**config.mk**
```make
export PLATFORM = sky130hd
export DESIGN_NAME = text_console_cell_writer
export DESIGN_NICKNAME = d
export VERILOG_FILES = /design/src/rtl/tccw_pkg.sv /design/src/rtl/tccw_ctrl.sv /design/src/rtl/tccw_dp.sv /design/src/rtl/text_console_cell_writer.sv
export SDC_FILE = /design/constraint.sdc
export NUM_CORES = 1
export LEC_CHECK = 0
export ABC_AREA = 0
export BUFFER_PORTS_ARGS = -buffer_cell sky130_fd_sc_hd__buf_4
export CAP_MARGIN = 20
export CORE_MARGIN = 5
export CORE_UTILIZATION = 30
export CTS_CLUSTER_DIAMETER = 50
export CTS_CLUSTER_SIZE = 40
export DETAILED_ROUTE_END_ITERATION = 16
export GPL_TIMING_DRIVEN = 0
export MAX_ROUTING_LAYER = met4
export PLACE_DENSITY = 0.48
export SETUP_SLACK_MARGIN = 0.4
export SYNTH_ARGS = -nofsm -noshare
export SYNTH_HDL_FRONTEND = slang
export SYNTH_HIERARCHICAL = 1
export SYNTH_SLANG_ARGS = --single-unit
```
**constraint.sdc**
```tcl
create_clock -name clk -period 5.3 [get_ports clk]
set_clock_uncertainty 0.1 [all_clocks]
set_input_delay 1.06 -clock clk [delete_from_list [all_inputs] [get_ports clk]]
set_output_delay 1.06 -clock clk [all_outputs]
set_load 0.01 [all_outputs]
```
**src/rtl/tccw_pkg.sv**
```systemverilog
// ----------------------------------------------------------------------------
// tccw_pkg
// Types and constants shared by the text console cell writer modules.
// ----------------------------------------------------------------------------
package tccw_pkg;

    localparam int DEF_COLUMNS = 80;
    localparam int DEF_ROWS    = 25;

    localparam int COL_W       = 7;
    localparam int ROW_W       = 5;
    localparam int ADDR_W      = 11;
    localparam int CHAR_W      = 8;
    localparam int ATTR_W      = 8;
    localparam int DATA_W      = ATTR_W + CHAR_W;
    localparam int NUM_W       = 32;
    localparam int DIGITS      = 10;
    localparam int DIGIT_W     = 4;
    localparam int BCD_W       = DIGITS * DIGIT_W;
    localparam int BIT_CNT_W   = $clog2(NUM_W);
    localparam int DIG_CNT_W   = $clog2(DIGITS + 1);

    localparam logic [ATTR_W-1:0] ATTR_RESET = 8'h07;
    localparam logic [CHAR_W-1:0] NL_CODE    = 8'h0A;
    localparam logic [CHAR_W-1:0] ASCII_ZERO = 8'h30;

    typedef enum logic [2:0] {
        ST_IDLE,
        ST_CHAR,
        ST_CONV,
        ST_SKIP,
        ST_EMIT
    } tccw_state_t;

    typedef struct packed {
        logic load;        // capture input word, clear converter
        logic newline;     // move cursor to next row start
        logic write_char;  // write held character
        logic conv_step;   // one double-dabble step
        logic skip_step;   // drop a leading zero digit
        logic write_digit; // write top digit and drop it
    } tccw_cmd_t;

    typedef struct packed {
        logic slot_free;   // output register can take a word this cycle
        logic is_newline;  // held character is a newline
        logic conv_last;   // final conversion step
        logic top_zero;    // leading BCD digit is zero
        logic digit_last;  // one digit left to write
    } tccw_sts_t;

endpackage

```
**src/rtl/tccw_ctrl.sv**
```systemverilog
// ----------------------------------------------------------------------------
// tccw_ctrl
// Sequencer for character writes and number-to-decimal conversion.
// ----------------------------------------------------------------------------
module tccw_ctrl (
    input  logic                clk,
    input  logic                rst_n,
    input  logic                in_valid,
    input  logic                in_func,
    input  tccw_pkg::tccw_sts_t sts,
    output logic                in_ready,
    output tccw_pkg::tccw_cmd_t cmd
);

    tccw_pkg::tccw_state_t state_reg;
    tccw_pkg::tccw_state_t state_next;

    always_ff @(posedge clk or negedge rst_n)
    begin
        if (!rst_n)
        begin
            state_reg <= tccw_pkg::ST_IDLE;
        end
        else
        begin
            state_reg <= state_next;
        end
    end

    always_comb
    begin
        state_next = state_reg;
        unique case (state_reg)
            tccw_pkg::ST_IDLE:
            begin
                if (in_valid)
                begin
                    state_next = in_func ? tccw_pkg::ST_CONV : tccw_pkg::ST_CHAR;
                end
            end
            tccw_pkg::ST_CHAR:
            begin
                if (sts.is_newline || sts.slot_free)
                begin
                    state_next = tccw_pkg::ST_IDLE;
                end
            end
            tccw_pkg::ST_CONV:
            begin
                if (sts.conv_last)
                begin
                    state_next = tccw_pkg::ST_SKIP;
                end
            end
            tccw_pkg::ST_SKIP:
            begin
                if (!sts.top_zero || sts.digit_last)
                begin
                    state_next = tccw_pkg::ST_EMIT;
                end
            end
            tccw_pkg::ST_EMIT:
            begin
                if (sts.slot_free && sts.digit_last)
                begin
                    state_next = tccw_pkg::ST_IDLE;
                end
            end
            default:
            begin
                state_next = tccw_pkg::ST_IDLE;
            end
        endcase
    end

    always_comb
    begin
        cmd      = '0;
        in_ready = 1'b0;
        unique case (state_reg)
            tccw_pkg::ST_IDLE:
            begin
                in_ready = 1'b1;
                cmd.load = in_valid;
            end
            tccw_pkg::ST_CHAR:
            begin
                cmd.newline    = sts.is_newline;
                cmd.write_char = !sts.is_newline && sts.slot_free;
            end
            tccw_pkg::ST_CONV:
            begin
                cmd.conv_step = 1'b1;
            end
            tccw_pkg::ST_SKIP:
            begin
                cmd.skip_step = sts.top_zero && !sts.digit_last;
            end
            tccw_pkg::ST_EMIT:
            begin
                cmd.write_digit = sts.slot_free;
            end
            default:
            begin
                cmd = '0;
            end
        endcase
    end

endmodule

```
**src/rtl/tccw_dp.sv**
```systemverilog
// ----------------------------------------------------------------------------
// tccw_dp
// Cursor, attribute register, binary-to-BCD shifter and output register.
// ----------------------------------------------------------------------------
module tccw_dp #(
    parameter int COLUMNS = tccw_pkg::DEF_COLUMNS,
    parameter int ROWS    = tccw_pkg::DEF_ROWS
) (
    input  logic                               clk,
    input  logic                               rst_n,
    input  logic                               cfg_we,
    input  logic [tccw_pkg::ATTR_W-1:0]        cfg_wdata,
    input  logic [tccw_pkg::CHAR_W-1:0]        char_code,
    input  logic [tccw_pkg::NUM_W-1:0]         number,
    input  tccw_pkg::tccw_cmd_t                cmd,
    output tccw_pkg::tccw_sts_t                sts,
    input  logic                               out_ready,
    output logic                               out_valid,
    output logic [tccw_pkg::ADDR_W-1:0]        cell_address,
    output logic [tccw_pkg::DATA_W-1:0]        cell_data,
    output logic                               last_write
);

    localparam int PROD_W = tccw_pkg::ROW_W + tccw_pkg::COL_W;
    localparam logic [tccw_pkg::COL_W-1:0] COL_LIM = tccw_pkg::COL_W'(COLUMNS);
    localparam logic [tccw_pkg::ROW_W-1:0] ROW_LIM = tccw_pkg::ROW_W'(ROWS);

    logic [tccw_pkg::ATTR_W-1:0]    attr_reg, attr_next;
    logic [tccw_pkg::ROW_W-1:0]     row_reg, row_next;
    logic [tccw_pkg::COL_W-1:0]     col_reg, col_next;
    logic [tccw_pkg::CHAR_W-1:0]    char_reg, char_next;
    logic [tccw_pkg::NUM_W-1:0]     bin_reg, bin_next;
    logic [tccw_pkg::BCD_W-1:0]     bcd_reg, bcd_next;
    logic [tccw_pkg::BIT_CNT_W-1:0] bit_cnt_reg, bit_cnt_next;
    logic [tccw_pkg::DIG_CNT_W-1:0] dig_cnt_reg, dig_cnt_next;
    logic                           out_valid_reg, out_valid_next;
    logic [tccw_pkg::ADDR_W-1:0]    addr_reg, addr_next;
    logic [tccw_pkg::DATA_W-1:0]    data_reg, data_next;
    logic                           last_reg, last_next;

    logic [tccw_pkg::BCD_W-1:0]     bcd_adj;
    logic [tccw_pkg::DIGIT_W-1:0]   top_digit;
    logic [PROD_W-1:0]              addr_full;
    logic [tccw_pkg::ROW_W-1:0]     row_inc;
    logic [tccw_pkg::COL_W-1:0]     col_inc;
    logic                           do_write;
    logic [tccw_pkg::CHAR_W-1:0]    wr_code;

    assign top_digit = bcd_reg[tccw_pkg::BCD_W-1 -: tccw_pkg::DIGIT_W];

    assign sts.slot_free  = !out_valid_reg || out_ready;
    assign sts.is_newline = (char_reg == tccw_pkg::NL_CODE);
    assign sts.conv_last  = (bit_cnt_reg == '0);
    assign sts.top_zero   = (top_digit == '0);
    assign sts.digit_last = (dig_cnt_reg == tccw_pkg::DIG_CNT_W'(1));

    // add-3 correction on every digit before the shift
    always_comb
    begin
        for (int i = 0; i < tccw_pkg::DIGITS; i++)
        begin
            if (bcd_reg[i*tccw_pkg::DIGIT_W +: tccw_pkg::DIGIT_W] >= 4'd5)
            begin
                bcd_adj[i*tccw_pkg::DIGIT_W +: tccw_pkg::DIGIT_W] =
                    bcd_reg[i*tccw_pkg::DIGIT_W +: tccw_pkg::DIGIT_W] + 4'd3;
            end
            else
            begin
                bcd_adj[i*tccw_pkg::DIGIT_W +: tccw_pkg::DIGIT_W] =
                    bcd_reg[i*tccw_pkg::DIGIT_W +: tccw_pkg::DIGIT_W];
            end
        end
    end

    assign addr_full = PROD_W'(row_reg) * PROD_W'(COL_LIM) + PROD_W'(col_reg);
    assign row_inc   = row_reg + 1'b1;
    assign col_inc   = col_reg + 1'b1;
    assign do_write  = cmd.write_char || cmd.write_digit;
    assign wr_code   = cmd.write_digit ? (tccw_pkg::ASCII_ZERO | tccw_pkg::CHAR_W'(top_digit))
                                       : char_reg;

    always_comb
    begin
        attr_next      = cfg_we ? cfg_wdata : attr_reg;
        row_next       = row_reg;
        col_next       = col_reg;
        char_next      = char_reg;
        bin_next       = bin_reg;
        bcd_next       = bcd_reg;
        bit_cnt_next   = bit_cnt_reg;
        dig_cnt_next   = dig_cnt_reg;
        out_valid_next = out_valid_reg && !out_ready;
        addr_next      = addr_reg;
        data_next      = data_reg;
        last_next      = last_reg;

        if (cmd.load)
        begin
            char_next    = char_code;
            bin_next     = number;
            bcd_next     = '0;
            bit_cnt_next = tccw_pkg::BIT_CNT_W'(tccw_pkg::NUM_W - 1);
            dig_cnt_next = tccw_pkg::DIG_CNT_W'(tccw_pkg::DIGITS);
        end

        if (cmd.conv_step)
        begin
            bcd_next     = {bcd_adj[tccw_pkg::BCD_W-2:0], bin_reg[tccw_pkg::NUM_W-1]};
            bin_next     = {bin_reg[tccw_pkg::NUM_W-2:0], 1'b0};
            bit_cnt_next = bit_cnt_reg - 1'b1;
        end

        if (cmd.skip_step || cmd.write_digit)
        begin
            bcd_next     = {bcd_reg[tccw_pkg::BCD_W-tccw_pkg::DIGIT_W-1:0],
                            {tccw_pkg::DIGIT_W{1'b0}}};
            dig_cnt_next = dig_cnt_reg - 1'b1;
        end

        if (do_write)
        begin
            out_valid_next = 1'b1;
            addr_next      = addr_full[tccw_pkg::ADDR_W-1:0];
            data_next      = {attr_reg, wr_code};
            last_next      = cmd.write_char || sts.digit_last;
            if (col_inc >= COL_LIM)
            begin
                col_next = '0;
                row_next = (row_inc >= ROW_LIM) ? '0 : row_inc;
            end
            else
            begin
                col_next = col_inc;
            end
        end
        else if (cmd.newline)
        begin
            col_next = '0;
            row_next = (row_inc >= ROW_LIM) ? '0 : row_inc;
        end
    end

    always_ff @(posedge clk or negedge rst_n)
    begin
        if (!rst_n)
        begin
            attr_reg      <= tccw_pkg::ATTR_RESET;
            row_reg       <= '0;
            col_reg       <= '0;
            out_valid_reg <= 1'b0;
            bit_cnt_reg   <= '0;
            dig_cnt_reg   <= '0;
        end
        else
        begin
            attr_reg      <= attr_next;
            row_reg       <= row_next;
            col_reg       <= col_next;
            out_valid_reg <= out_valid_next;
            bit_cnt_reg   <= bit_cnt_next;
            dig_cnt_reg   <= dig_cnt_next;
        end
    end

    always_ff @(posedge clk)
    begin
        char_reg <= char_next;
        bin_reg  <= bin_next;
        bcd_reg  <= bcd_next;
        addr_reg <= addr_next;
        data_reg <= data_next;
        last_reg <= last_next;
    end

    assign out_valid    = out_valid_reg;
    assign cell_address = addr_reg;
    assign cell_data    = data_reg;
    assign last_write   = last_reg;

endmodule

```
**src/rtl/text_console_cell_writer.sv**
```systemverilog
// ----------------------------------------------------------------------------
// text_console_cell_writer
// Text screen writer with row/column cursor; characters and decimal numbers.
// ----------------------------------------------------------------------------
//  channel  | handshake            | payload
//  ---------+----------------------+--------------------------------------
//  in       | in_valid / in_ready  | func, char_code, number
//  out      | out_valid / out_ready| cell_address, cell_data, last_write
//  cfg      | cfg_we               | cfg_wdata (cell attribute)
//
//  Character or newline word: accepted, then written or cursor moved.
//  Number word: accepted, then the 32-step binary-to-BCD shift loop runs,
//  followed by the digit slots (10 total), with leading zero digits skipped.
//  One word at a time; a finished cell word sits in the output register while
//  the next input word is accepted. Output stalls hold digit emission.
//  rst_n is asynchronous; attribute resets to 0x07, cursor to row 0 col 0.
// ----------------------------------------------------------------------------
module text_console_cell_writer #(
    parameter int COLUMNS = tccw_pkg::DEF_COLUMNS,
    parameter int ROWS    = tccw_pkg::DEF_ROWS
) (
    input  logic                        clk,
    input  logic                        rst_n,
    input  logic                        cfg_we,
    input  logic [tccw_pkg::ATTR_W-1:0] cfg_wdata,
    input  logic                        in_valid,
    output logic                        in_ready,
    input  logic                        func,
    input  logic [tccw_pkg::CHAR_W-1:0] char_code,
    input  logic [tccw_pkg::NUM_W-1:0]  number,
    output logic                        out_valid,
    input  logic                        out_ready,
    output logic [tccw_pkg::ADDR_W-1:0] cell_address,
    output logic [tccw_pkg::DATA_W-1:0] cell_data,
    output logic                        last_write
);

    tccw_pkg::tccw_cmd_t cmd;
    tccw_pkg::tccw_sts_t sts;

    tccw_ctrl u_ctrl (
        .clk      (clk),
        .rst_n    (rst_n),
        .in_valid (in_valid),
        .in_func  (func),
        .sts      (sts),
        .in_ready (in_ready),
        .cmd      (cmd)
    );

    tccw_dp #(
        .COLUMNS (COLUMNS),
        .ROWS    (ROWS)
    ) u_dp (
        .clk          (clk),
        .rst_n        (rst_n),
        .cfg_we       (cfg_we),
        .cfg_wdata    (cfg_wdata),
        .char_code    (char_code),
        .number       (number),
        .cmd          (cmd),
        .sts          (sts),
        .out_ready    (out_ready),
        .out_valid    (out_valid),
        .cell_address (cell_address),
        .cell_data    (cell_data),
        .last_write   (last_write)
    );

endmodule

```
# After elaboration in Yosys (flattened, before gate mapping)
# Index checks and enable logic that the tools add are counted.
# totals
wordCells,121
out_inout_bits,30
reg_bits,141
# op_classes
muxes,41
n_lt_le_gt_ge,12
addsub,15
n_reduce_logical,24
n_eq_ne,12
mul,1
# ops
operator,count
40-bit 2-to-1 mux,3
32-bit 2-to-1 mux,2
4-bit 2-to-1 mux,12
"4-bit by 3-bit greater-or-equal comparator with 1-bit output, second input constant",10
"4-bit by 2-bit adder with 4-bit output, second input constant",9
5-bit 2-to-1 mux,6
7-bit 2-to-1 mux,3
3-bit 2-to-1 mux,6
3-bit case mux with 5 select lines,1
11-bit by 7-bit adder with 11-bit output,1
"8-bit by 4-bit == test with 1-bit output, second input constant",1
"7-bit by 1-bit adder with 7-bit output, second input constant",1
"7-bit greater-or-equal comparator, second input constant",1
"5-bit by 3-bit multiplier with 7-bit output, second input constant",1
"3-bit by 2-bit == test with 1-bit output, second input constant",2
1-bit logical OR,6
1-bit 2-to-1 mux,6
"2-bit by 1-bit inequality test with 1-bit output, second input constant",3
"2-bit inequality test, second input constant",3
2-bit nonzero test,3
"5-bit by 1-bit adder with 5-bit output, second input constant",1
"5-bit greater-or-equal comparator, second input constant",1
1-bit zero test,5
5-bit zero test,1
other kinds (13),17

# Logic depth before layout (Yosys ltp)
# logic_depth
ltp_word,7
depth_mapped,10
ltp_nobuf,9

# Cells and area by module
# Netlist, hierarchy kept.
# by_module_without_submodules
module,area_per_inst_um2,n_inst,cells_each,seq_area_each_um2
tccw_dp,6905.4,1,553,3947.5
tccw_ctrl,250.2,1,27,75.1

# Worst setup path before layout
# Ideal clock, no wire load.
# synth_path
path_kind,in2reg
start,input in_valid
end,register u_dp/bcd_reg[3] (netlist bit)
setup_ns,0.125
n_path_buf,1
t_required_ns,5.075
t_arrival_ns,4.048
cell_stages,6
setup_slack_ns,1.027
cell_sequence,and2_1 or2_2 clkbuf_1 nand2b_1 o31ai_1 o2bb2ai_1
# synth_between
elab_chain_len,2
# synth_rtl
item,line_no,rtl
from (decl),text_console_cell_writer.sv:26,"input logic in_valid,"
1-bit 2-to-1 mux,tccw_ctrl.sv:80,unique case (state_reg)
2-bit nonzero test (no line),n/a,
to (signal assigned),tccw_dp.sv:169,bcd_reg <= bcd_next;
to (decl),tccw_dp.sv:33,"logic [tccw_pkg::BCD_W-1:0] bcd_reg, bcd_next;"
# No other way between the ends.
# A chain may end at the register's enable or synchronous reset.

==> flow_metrics.tcl <==
set metrics [dict create \
    outcome "completed" \
    critical_path_arrival_ns 3.57 \
    setup_slack_ns 1.75 \
    dp_hpwl_um 11100 \
    synth_async_sr_flop_share_pct 23.4 \
    global_route.overflow_total 0 \
    timing.critical_path.max_delay_family "simple AND/OR/NAND/NOR gates" \
    switching_share_pct 36.7 \
    worst_setup_path_start_kind "flip-flop" \
    cell_by_cell_trace_of_the_critical_path "buf_2 > nor3_2 > and2_1 > or2_2 > clkbuf_2 > nand2b_2 > buf_12" \
    grt_setup_unrepaired "false" \
    iteration_0_drc_markers 297 \
    powerDensity_mw_per_mm2 598 \
    largest_net_degree_at_the_start_of_global_routing 37 \
    tightestPinTransition_ns 0.902 \
    layoutNonFillerInstCount 1014 \
    power.share.combinational_pct 37.9 \
    synthesis.area_mm2 0.00716 \
    detail_route.drc_violations 0 \
    critical-path-slowest-cell "sky130_fd_sc_hd__clkbuf_2" \
    postSynth.topFlopCell "sky130_fd_sc_hd__edfxtp_1" \
    synth.avg_cell_area_um2 12.3 \
    cp.required_ns 5.31 \
    synth_sequential_area_ratio_pct 56.2 \
    antenna_left 0 \
    cts_root_buf "sky130_fd_sc_hd__clkbuf_16" \
    first_global_vias 5212 \
    drive_above_1_share_pct 24.0 \
    number_of_buffers_inserted_during_clock_tree_synthesis 17 \
    timing.final.crit_share_pct 67.0 \
    io_pins 84 \
    gr-usage-all-layers_pct 12.3 \
    clock_power_share_pct 21.8 \
    hold_viol 0 \
    synth_enable_flop_cells 103 \
    antenna_found_initial 0 \
    cts_tree "built" \
    worst_hold_path_type "flip-flop to flip-flop" \
    layout.core_utilization_pct 37.3 \
    insertion_delay_of_the_later_clocked_pin_in_the_worst_skew_pair_ns 0.42 \
    crit_fanout 36 \
    die_area_mm2 0.0270 \
    io_buffers 82 \
    htree_levels 4 \
    avgViaCountPerCell 4.88 \
    cts.reportedPaths.clkPinSlew_ns 0.06 \
    fmax_mhz 281 \
    area_delta_synth_final_pct 22.4 \
    critPathMaxStageDelay_ns 0.69 \
    largest_register_ff_count 40 \
    synth_cell_type_count 70 \
    fp.dieH_um 164 \
    route.final.wire_length_um 15700 \
    fin_setup_tns_ns 0 \
    finalNetCount 774 \
    num_rows 56 \
    post-place-cells 982 \
    peak_vdd_ir_mv 0.194 \
    static-leakage-power_nw 3.37 \
    drt-wirelength-per-cell_um 15.5 \
    final.min_clock_period_ns 3.55 \
    cts_max_path_buffers 2 \
    synth_fp_nets 672 \
    drt_first_pass_iters 4 \
    internal_power_w 0.00332 \
    gate_count_after_technology_mapping 580 \
    share_seq_of_total_power_pct 40.3 \
    p_sw_w 0.00192 \
    maxCapViolCount 0 \
    critical_path_buf_inv_count 3 \
    slew-limit-headroom_pct 39.9 \
    setup-violations-final 0 \
    core_mm2 0.0235 \
    cts.repair.resized 0 \
    synth.yosys.warnings 6 \
    finish.instance_area_mm2 0.00876 \
    drv_slew 0 \
    die_width_um 164 \
    grt_pass1_wl_um 25800 \
    ant_diodes 0 \
    placed_cell_area_mm2 0.00819 \
    ys_ff_latch 141 \
    placement.setup.worst_slack_ns 1.36 \
    place_congestion 0.805 \
    floorplan.initialDensity_pct 30.5 \
    cts_hold_buf 0 \
    postCtsSetupBuffers 0 \
    critPathCaptureType "flip-flop" \
    crit_type "flip-flop to flip-flop" \
    vias 4949 \
    clkSinkCount 141 \
]
-- per-layer routing --
| layer | routed length, µm | vias up | share of wire [%] | track usage, % |
|---|---|---|---|---|
| li1 | - | 2410 | - | - |
| met1 | 7070 | 2429 | 45 | 15.0 |
| met5 | 0 | - | 0 | - |
| met2 | 7890 | 98 | 50 | 20.3 |
| met3 | 589 | 12 | 3.7 | 2.80 |
| met4 | 184 | 0 | 1.2 | 4.08 |
-- final timing paths --
check / from / end / slack (ns) / cells past startpoint
max: u_ctrl/state_reg[1] / u_dp/bcd_reg[17] / 1.75 / 7
min in group asynchronous: rst_n / u_dp/out_valid / 0.50 / 1
min: u_dp/attr_reg[3] / u_dp/cell_data[11] / 0.35 / 0
min reg2reg: u_dp/attr_reg[3] / u_dp/cell_data[11] / 0.35 / 0
max reg2reg: u_ctrl/state_reg[1] / u_dp/bcd_reg[17] / 1.75 / 7
max in group asynchronous: rst_n / u_dp/attr_reg[2] / 4.26 / 1
-- final cells by class --
| type | count | area, µm² |
|---|---|---|
| plain buffers | 24 | 110 |
| clock buffers | 18 | 429 |
| flip-flops and latches | 141 | 4020 |
| clock inverters | 14 | 133 |
| multi-input cells | 381 | 2900 |
| well taps | 319 | 399 |
| repair buffers | 83 | 636 |
| inverters | 34 | 128 |
| fillers | 2280 | 14700 |
-- per-stage QoR --
step / hold WS [ns] / total power, W
after floorplan: 0.321 / 0.00350
after global placement: 0.328 / 0.00402
after detailed placement: 0.335 / 0.00413
after CTS: 0.351 / 0.00531
after global routing: 0.367 / 0.00563
final: 0.346 / 0.00524
-- cell families (layout without fill, tap and decap cells) --
family	count (synthesis)	count (layout)	share of synthesized area, %
AOI/OAI and AO/OA	162	162	16.0
DFF	141	141	56.2
and+or+nand+nor	128	128	10.3
buffers and inverters	58	173	3.30
adders and majority gates	38	38	6.85
xor gates and xnor gates	27	27	3.30
muxes	26	26	4.02
-- placed cells by master, fill, tap and decap left out, types with 7 or more instances in the layout --
cell                          n
sky130_fd_sc_hd__o21ai_0     34
sky130_fd_sc_hd__a31oi_1      8
sky130_fd_sc_hd__clkbuf_16   17
sky130_fd_sc_hd__nand2b_1    14
sky130_fd_sc_hd__xor2_1      12
sky130_fd_sc_hd__a22o_1      30
sky130_fd_sc_hd__o22ai_1     15
sky130_fd_sc_hd__nand3_1      8
sky130_fd_sc_hd__buf_4       83
sky130_fd_sc_hd__ha_1        36
sky130_fd_sc_hd__clkbuf_1    14
sky130_fd_sc_hd__nand2_1     33
sky130_fd_sc_hd__nor3b_1     11
sky130_fd_sc_hd__inv_1       33
sky130_fd_sc_hd__a21oi_1     33
sky130_fd_sc_hd__mux2_2      22
sky130_fd_sc_hd__xnor2_1     15
sky130_fd_sc_hd__edfxtp_1   103
sky130_fd_sc_hd__dfrtp_1     30
sky130_fd_sc_hd__o32ai_1      9
sky130_fd_sc_hd__nor3_1       7
sky130_fd_sc_hd__nor2_1      16
-- synthesized netlist by cell type (2+ instances only) --
cell,number,area [µm²]
sky130_fd_sc_hd__o21ai_0,34,170
sky130_fd_sc_hd__nand2b_1,15,93.8
sky130_fd_sc_hd__a21oi_1,33,165
sky130_fd_sc_hd__mux2i_1,4,40.0
sky130_fd_sc_hd__nor4b_2,2,30.0
sky130_fd_sc_hd__nor4b_1,2,17.5
sky130_fd_sc_hd__xor2_1,12,105
sky130_fd_sc_hd__ha_1,36,450
sky130_fd_sc_hd__a32o_1,3,30.0
sky130_fd_sc_hd__and3_1,4,25.0
sky130_fd_sc_hd__inv_1,33,124
sky130_fd_sc_hd__nand4_1,3,18.8
sky130_fd_sc_hd__o2111ai_1,3,26.3
sky130_fd_sc_hd__a31oi_1,8,50.1
sky130_fd_sc_hd__fa_1,2,40.0
sky130_fd_sc_hd__o32ai_1,9,78.8
sky130_fd_sc_hd__or2_2,5,31.3
sky130_fd_sc_hd__or3_1,2,12.5
sky130_fd_sc_hd__o31a_1,2,17.5
sky130_fd_sc_hd__o21a_1,2,15.0
sky130_fd_sc_hd__o31ai_1,3,22.5
sky130_fd_sc_hd__buf_2,6,30.0
sky130_fd_sc_hd__nor3_1,7,35.0
sky130_fd_sc_hd__nand2_1,33,124
sky130_fd_sc_hd__xnor2_1,15,131
sky130_fd_sc_hd__nor2_1,16,60.1
sky130_fd_sc_hd__dfxtp_1,5,100
sky130_fd_sc_hd__o211ai_1,2,15.0
sky130_fd_sc_hd__dfrtp_1,30,751
sky130_fd_sc_hd__clkbuf_1,14,52.6
sky130_fd_sc_hd__a41oi_1,2,17.5
sky130_fd_sc_hd__buf_1,2,7.51
sky130_fd_sc_hd__a21o_1,3,22.5
sky130_fd_sc_hd__dfstp_2,3,78.8
sky130_fd_sc_hd__nand3_1,8,40.0
sky130_fd_sc_hd__nor2b_1,6,37.5
sky130_fd_sc_hd__mux2_2,22,248
sky130_fd_sc_hd__nor3b_1,11,82.6
sky130_fd_sc_hd__edfxtp_1,103,3090
sky130_fd_sc_hd__nand4b_1,2,17.5
sky130_fd_sc_hd__o22ai_1,15,93.8
sky130_fd_sc_hd__a22o_1,30,263
-- power groups by stage --
stage / Clock, W / Sequential, W / Combinational, W
floorplan: 0 / 0.00207 / 0.00143
global placement: 0 / 0.00214 / 0.00189
detailed placement: 0 / 0.00213 / 0.00200
CTS: 0.00118 / 0.00211 / 0.00202
global route: 0.00124 / 0.00216 / 0.00223
finish: 0.00114 / 0.00211 / 0.00199
Power figures use the tool's default switching activity.
